==> config.mk <==
export PLATFORM = sky130hd
export DESIGN_NAME = akl_ctrl
export DESIGN_NICKNAME = d
export VERILOG_FILES = /design/src/sv/akl_pkg.sv /design/src/sv/akl_ctrl.sv
export SDC_FILE = /design/constraint.sdc
export NUM_CORES = 1
export LEC_CHECK = 0
export BUFFER_PORTS_ARGS = -buffer_cell sky130_fd_sc_hd__buf_2
export CAP_MARGIN = 10
export CORE_AREA = 3 3 40 42
export DETAILED_ROUTE_END_ITERATION = 8
export DIE_AREA = 0 0 43 45
export PLACE_DENSITY = 0.45
export SLEW_MARGIN = 30
export SYNTH_ARGS = -nofsm -noshare
export SYNTH_HDL_FRONTEND = slang
export SYNTH_SLANG_ARGS = --single-unit
==> constraint.sdc <==
create_clock -name clk -period 2.99 [get_ports clk]
set_clock_uncertainty 0.15 [all_clocks]
set_input_delay 0.1495 -clock clk [delete_from_list [all_inputs] [get_ports clk]]
set_output_delay 0.1495 -clock clk [all_outputs]
set_load 0.02 [all_outputs]
==> src/sv/akl_pkg.sv <==
// Shared types and constants of the adaptive key table lookup
`timescale 1ns / 1ps
`default_nettype none
package akl_pkg;

	localparam int unsigned TABLE_DEPTH_DEF = 256;
	localparam int unsigned KEY_W           = 32;
	localparam int unsigned INDEX_W         = 8;

	typedef logic [1:0] command_t;
	localparam command_t CMD_CLEAR  = 2'd0;
	localparam command_t CMD_APPEND = 2'd1;
	localparam command_t CMD_LOOKUP = 2'd2;

	typedef logic [1:0] method_t;
	localparam method_t METH_LINEAR = 2'd0;
	localparam method_t METH_BINARY = 2'd1;
	localparam method_t METH_DIRECT = 2'd2;

	typedef struct packed {
		logic load;
		logic exec;
		logic cls_init;
		logic cls_step;
		logic pick;
		logic bs_rd;
		logic bs_cmp;
		logic bs_fin;
		logic ls_step;
		logic emit;
	} ctrl_t;

	typedef struct packed {
		logic    lookup;
		logic    classified;
		method_t mode;
		logic    cls_done;
		logic    bs_more;
		logic    ls_done;
		logic    out_free;
	} stat_t;

endpackage
`default_nettype wire

==> src/sv/akl_ctrl.sv <==
// Controller state machine of the adaptive key table lookup
`timescale 1ns / 1ps
`default_nettype none
module akl_ctrl (
	input  wire logic           clk,
	input  wire logic           arst_n,
	input  wire logic           in_valid,
	output logic                in_ready,
	input  wire akl_pkg::stat_t stat,
	output akl_pkg::ctrl_t      ctrl
);
	import akl_pkg::*;

	typedef enum logic [2:0] {
		S_IDLE,
		S_EXEC,
		S_CLS,
		S_PICK,
		S_BS_RD,
		S_BS_CMP,
		S_LS,
		S_FIN
	} state_t;

	state_t state_q;
	state_t state_nx;

	always_comb begin
		state_nx = state_q;
		ctrl     = '0;
		case (state_q)
			S_IDLE: begin
				if (in_valid) begin
					ctrl.load = 1'b1;
					state_nx  = S_EXEC;
				end
			end
			S_EXEC: begin
				ctrl.exec = 1'b1;
				if (!stat.lookup) begin
					state_nx = S_FIN;
				end else if (stat.classified) begin
					state_nx = S_PICK;
				end else begin
					ctrl.cls_init = 1'b1;
					state_nx      = S_CLS;
				end
			end
			S_CLS: begin
				ctrl.cls_step = 1'b1;
				if (stat.cls_done) begin
					state_nx = S_PICK;
				end
			end
			S_PICK: begin
				ctrl.pick = 1'b1;
				case (stat.mode)
					METH_DIRECT: state_nx = S_FIN;
					METH_BINARY: state_nx = S_BS_RD;
					default:     state_nx = S_LS;
				endcase
			end
			S_BS_RD: begin
				if (stat.bs_more) begin
					ctrl.bs_rd = 1'b1;
					state_nx   = S_BS_CMP;
				end else begin
					ctrl.bs_fin = 1'b1;
					state_nx    = S_FIN;
				end
			end
			S_BS_CMP: begin
				ctrl.bs_cmp = 1'b1;
				state_nx    = S_BS_RD;
			end
			S_LS: begin
				ctrl.ls_step = 1'b1;
				if (stat.ls_done) begin
					state_nx = S_FIN;
				end
			end
			S_FIN: begin
				if (stat.out_free) begin
					ctrl.emit = 1'b1;
					state_nx  = S_IDLE;
				end
			end
			default: begin
				state_nx = S_IDLE;
			end
		endcase
	end

	always_ff @(posedge clk or negedge arst_n) begin
		if (!arst_n) begin
			state_q <= S_IDLE;
		end else begin
			state_q <= state_nx;
		end
	end

	assign in_ready = (state_q == S_IDLE);

endmodule
`default_nettype wire

# Yosys cells after proc, flatten, opt, wreduce, memory -nomap -nowiden
# Index checks and enable logic that the tools add are counted.
# totals
register_bits	3
in_bits	11
out_inout_bits	11
wordCells	40
# op_classes
eq_ne	13
mux	24
n_reduce_logical	2
# op_table
op	n
case mux 3 bit (8 select lines)	1
2-to-1 mux 1 bit	15
2-to-1 mux 3 bit	5
== test 3 bit, second input constant	4
inequality test 2 bit, second input constant	4
== test 3 x 2 -> 1 bit, second input constant	2
2-to-1 mux 2 bit	2
case mux 2 bit (2 select lines)	1
AND reduction 4 bit	1
== test 3 x 1 -> 1 bit, second input constant	1
zero test 3 bit	1
== test 2 x 1 -> 1 bit, second input constant	1
== test 2 bit, second input constant	1

# Longest topological paths before layout
# logic_depth
word_depth	3
depth_mapped	4
ltp_nobuf	3

# Least setup slack after synthesis
# OpenSTA, ideal clock, no wires.
# synth_timing
path_kind	reg-to-output
start	register state_q[1]
end	output port ctrl[9] (netlist name)
arrival_ns	1.380
t_required_ns	2.691
slack_ns	1.311
stages_incl_launch_ff	4
path_buffers	1
cell_sequence	dfrtp_1 buf_2 nor3_1 and2_1
# synth_rtl
item	line	source
start: declaration	akl_ctrl.sv:25	state_t state_q;
start signal: assignment	akl_ctrl.sv:98	state_q <= state_nx;
end: declaration	akl_ctrl.sv:10	output akl_pkg::ctrl_t ctrl

==> reports/qor.csv <==
metric,value,unit
Crit Path Class,flop to primary output,
HP Class,primary input to flop,
Synth Flop Type,dfrtp_1,
R2R cell count,3,
number of global-route vias before repair,318,
Setup Viol. Count Final,0,
hpwl dp,603.5,um
Tot Pwr,389.6,uW
Clk pwr share,17.8,%
routed len/inst,10.17,um
CTS tree,yes,
Post-Route WL,793,um
num rows,13,
synthesized flop and latch total,3,
final non-filler cell total,78,
R2R Path End,state_q[0],
logic gate share of total power,51.5,%
CTS Root Buffer Type,clkbuf_4,
Setup crit end kind,primary output,
P_int,197.5,uW
Mapped Nets,50,
area of the multi-input gates,185.2,um^2
placed cell areas,391.6,um^2
reg2reg start,state_q[1],
Max Freq,0.6076,GHz
fraction of layout cells with a size suffix above 1,39.68,%
Fillers,150,
Post-CTS Resized,0,
cell area after synthesis,277.8,um^2
initial antenna violation count,0,
Max Slew Vio Count,0,
TritonRoute pass-1 iters,4,
status,"finished, final reports clean",
GR Overflow Total,0,
RSZ-0062 raised after global routing,false,
min Tclk post-route,1646,ps
register area,75.07,um^2
Syn-to-layout area delta,54.05,%
Worst Path Arrival,1350,ps
Sw Share,49.32,%
sequential area share after synthesis,27.03,%
Placer Congestion,0.7382,
core outline area,1285,um^2
slew margin rel.,72.98,%
Die ar.,1935,um^2
clk slew on worst S/H paths,40,ps
Largest Register,state_q,
# nets final,75,
crit-path max FO,14,
Leakage Power,0.0002326,uW
Post-synth EDFFs,0,
ys async rst share,100.0,%
All-Layer GR Usage,9.250,%
"Req. time, crit path",2690,ps
Antenna Violating Nets Remaining,0,
VDD IR-drop max,234.0,uV
# port buffers,21,
Max clock buf depth,2,
routed via count,326,
hold slack,77.39,ps
Sequential Power Share,30.7,%
count of final hold-check violations,0,
Syn Inst Count,39,
Netlist cell types,20,
ant diodes,0,
worst skew pair latency,230,ps
Power Dens Cells,910.5,nW/um^2
initial DRC count,3,
Slew @ Worst Pin,405.3,ps
CTS H-tree depth,1,
clk sinks,3,
Setup TNS,0,ps
largest net degree at the start of global routing,16,
FF-to-FF setup slack,1500,ps
TritonCTS Buffers,3,
Max Cap Violations,0,
Top Registers,state_q x3,
Yosys top cell by area,dfrtp_1,
fin crit share,55.04,%
Critical Path Source,state_q[1],
final instance area,427.9,um^2
HP Start,stat[1],
crit path to,ctrl[6],
sw power,192.2,uW
Die H,45,um
IO Count,22,
initial core utilization,21.62,%
dpl cells,73,
critical path launch point type,flop,
first-pass GRT wire length,1373,um
DIE WIDTH,43,um
DRC Markers,0,
vias per inst,4.179,
"Avg Cell Area, Syn",7.122,um^2
share of the synthesized area in the top cell type,27.03,%
Largest register FFs,3,
synth warn,0,
top post-synthesis cells by area,"dfrtp_1 (27%), nor2b_1 (9.0%), and2_1 (6.8%), o21ai_0 (5.4%), nand2_1 (5.4%)",
## how the worst min path moves through the flow
stage	end	cells after the start
finish	state_q[0]	3
global route	state_q[0]	3
CTS	state_q[0]	3
detailed placement	state_q[0]	1
global placement	state_q[0]	1
floorplan	state_q[0]	0
## routing by layer
metal	wire length [um]	global-route usage, %	share of wire, %	vias to the layer above
met4	0	5.422	0	0
met1	377	12.32	48	130
met3	73	1.992	9.2	0
met5	0	0	0	-
met2	342	13.77	43	14
li1	-	-	-	182
## cells in the final DEF (no fill, tap or decap)
cell | netlist | layout
nor4b_1 | 1 | 1
nor4_1 | 1 | 1
a22o_1 | 1 | 1
clkbuf_1 | 0 | 1
o22ai_1 | 2 | 2
clkbuf_4 | 0 | 3
mux2_2 | 1 | 1
dlygate4sd3_1 | 0 | 1
dfrtp_1 | 3 | 3
and2_1 | 3 | 3
nor3_1 | 1 | 1
inv_1 | 2 | 2
nor2_1 | 4 | 4
buf_2 | 2 | 21
nand3_1 | 1 | 1
nand2b_1 | 2 | 2
and3_1 | 1 | 1
o211ai_1 | 1 | 1
a21oi_1 | 1 | 1
nor3b_1 | 1 | 1
nand2_1 | 4 | 4
nor2b_1 | 4 | 4
o21ai_0 | 3 | 3
## final cells by class
cell class / instances / share of cell area [%]
inverters: 2 / 1.754
repair buffers: 22 / 26.90
multi-input cells: 32 / 43.27
clock buffers: 4 / 6.140
well taps: 15 / 4.386
flip-flops and latches: 3 / 17.54
## repair_timing
| item | 4_1_cts | 5_1_grt |
|---|---|---|
| setup endpoints to repair | 0 | 0 |
| endpoints found under the hold margin | 3 | 0 |
| buffers inserted | 0 | 0 |
| hold buffers | 1 | 0 |
## power by group through the flow
stage               registers (uW)  logic, uW  clock network (uW)
finish                         120        201                69.3
global route                   126        224                75.5
CTS                            119        204                71.2
detailed placement             119        202                   0
global placement               120        202                   0
floorplan                     81.5        179                   0
## metrics by stage
step | utilization (%) | worst slack (ps)
2_1_floorplan | - | 1311
3_3_place_gp | 30.48 | 1528
3_5_place_dp | 30.48 | 1524
4_1_cts | 33.30 | 1313
5_1_grt | 33.30 | 1175
6_report | 33.30 | 1344
## cell usage after synthesis (2+ instances only)
master / n
buf_2: 2
nor2_1: 4
o22ai_1: 2
and2_1: 3
dfrtp_1: 3
nand2b_1: 2
o21ai_0: 3
nand2_1: 4
nor2b_1: 4
inv_1: 2
## cell families (layout without fill, tap and decap cells)
group | Yosys count | count (layout) | share of synthesized area, %
buffers and inverters | 4 | 28 | 6.307
AO/OA/AOI/OAI | 8 | 8 | 17.57
flip-flops | 3 | 3 | 27.03
multiplexers | 1 | 1 | 4.054
AND/OR/NAND/NOR | 23 | 23 | 45.04
## critical path, cell delays in order (launching register included)
cell,delay (ps)
dfrtp_1,570
nor2b_1,240
nor2b_1,140
buf_2,170
(Power assumes the default switching activity.)
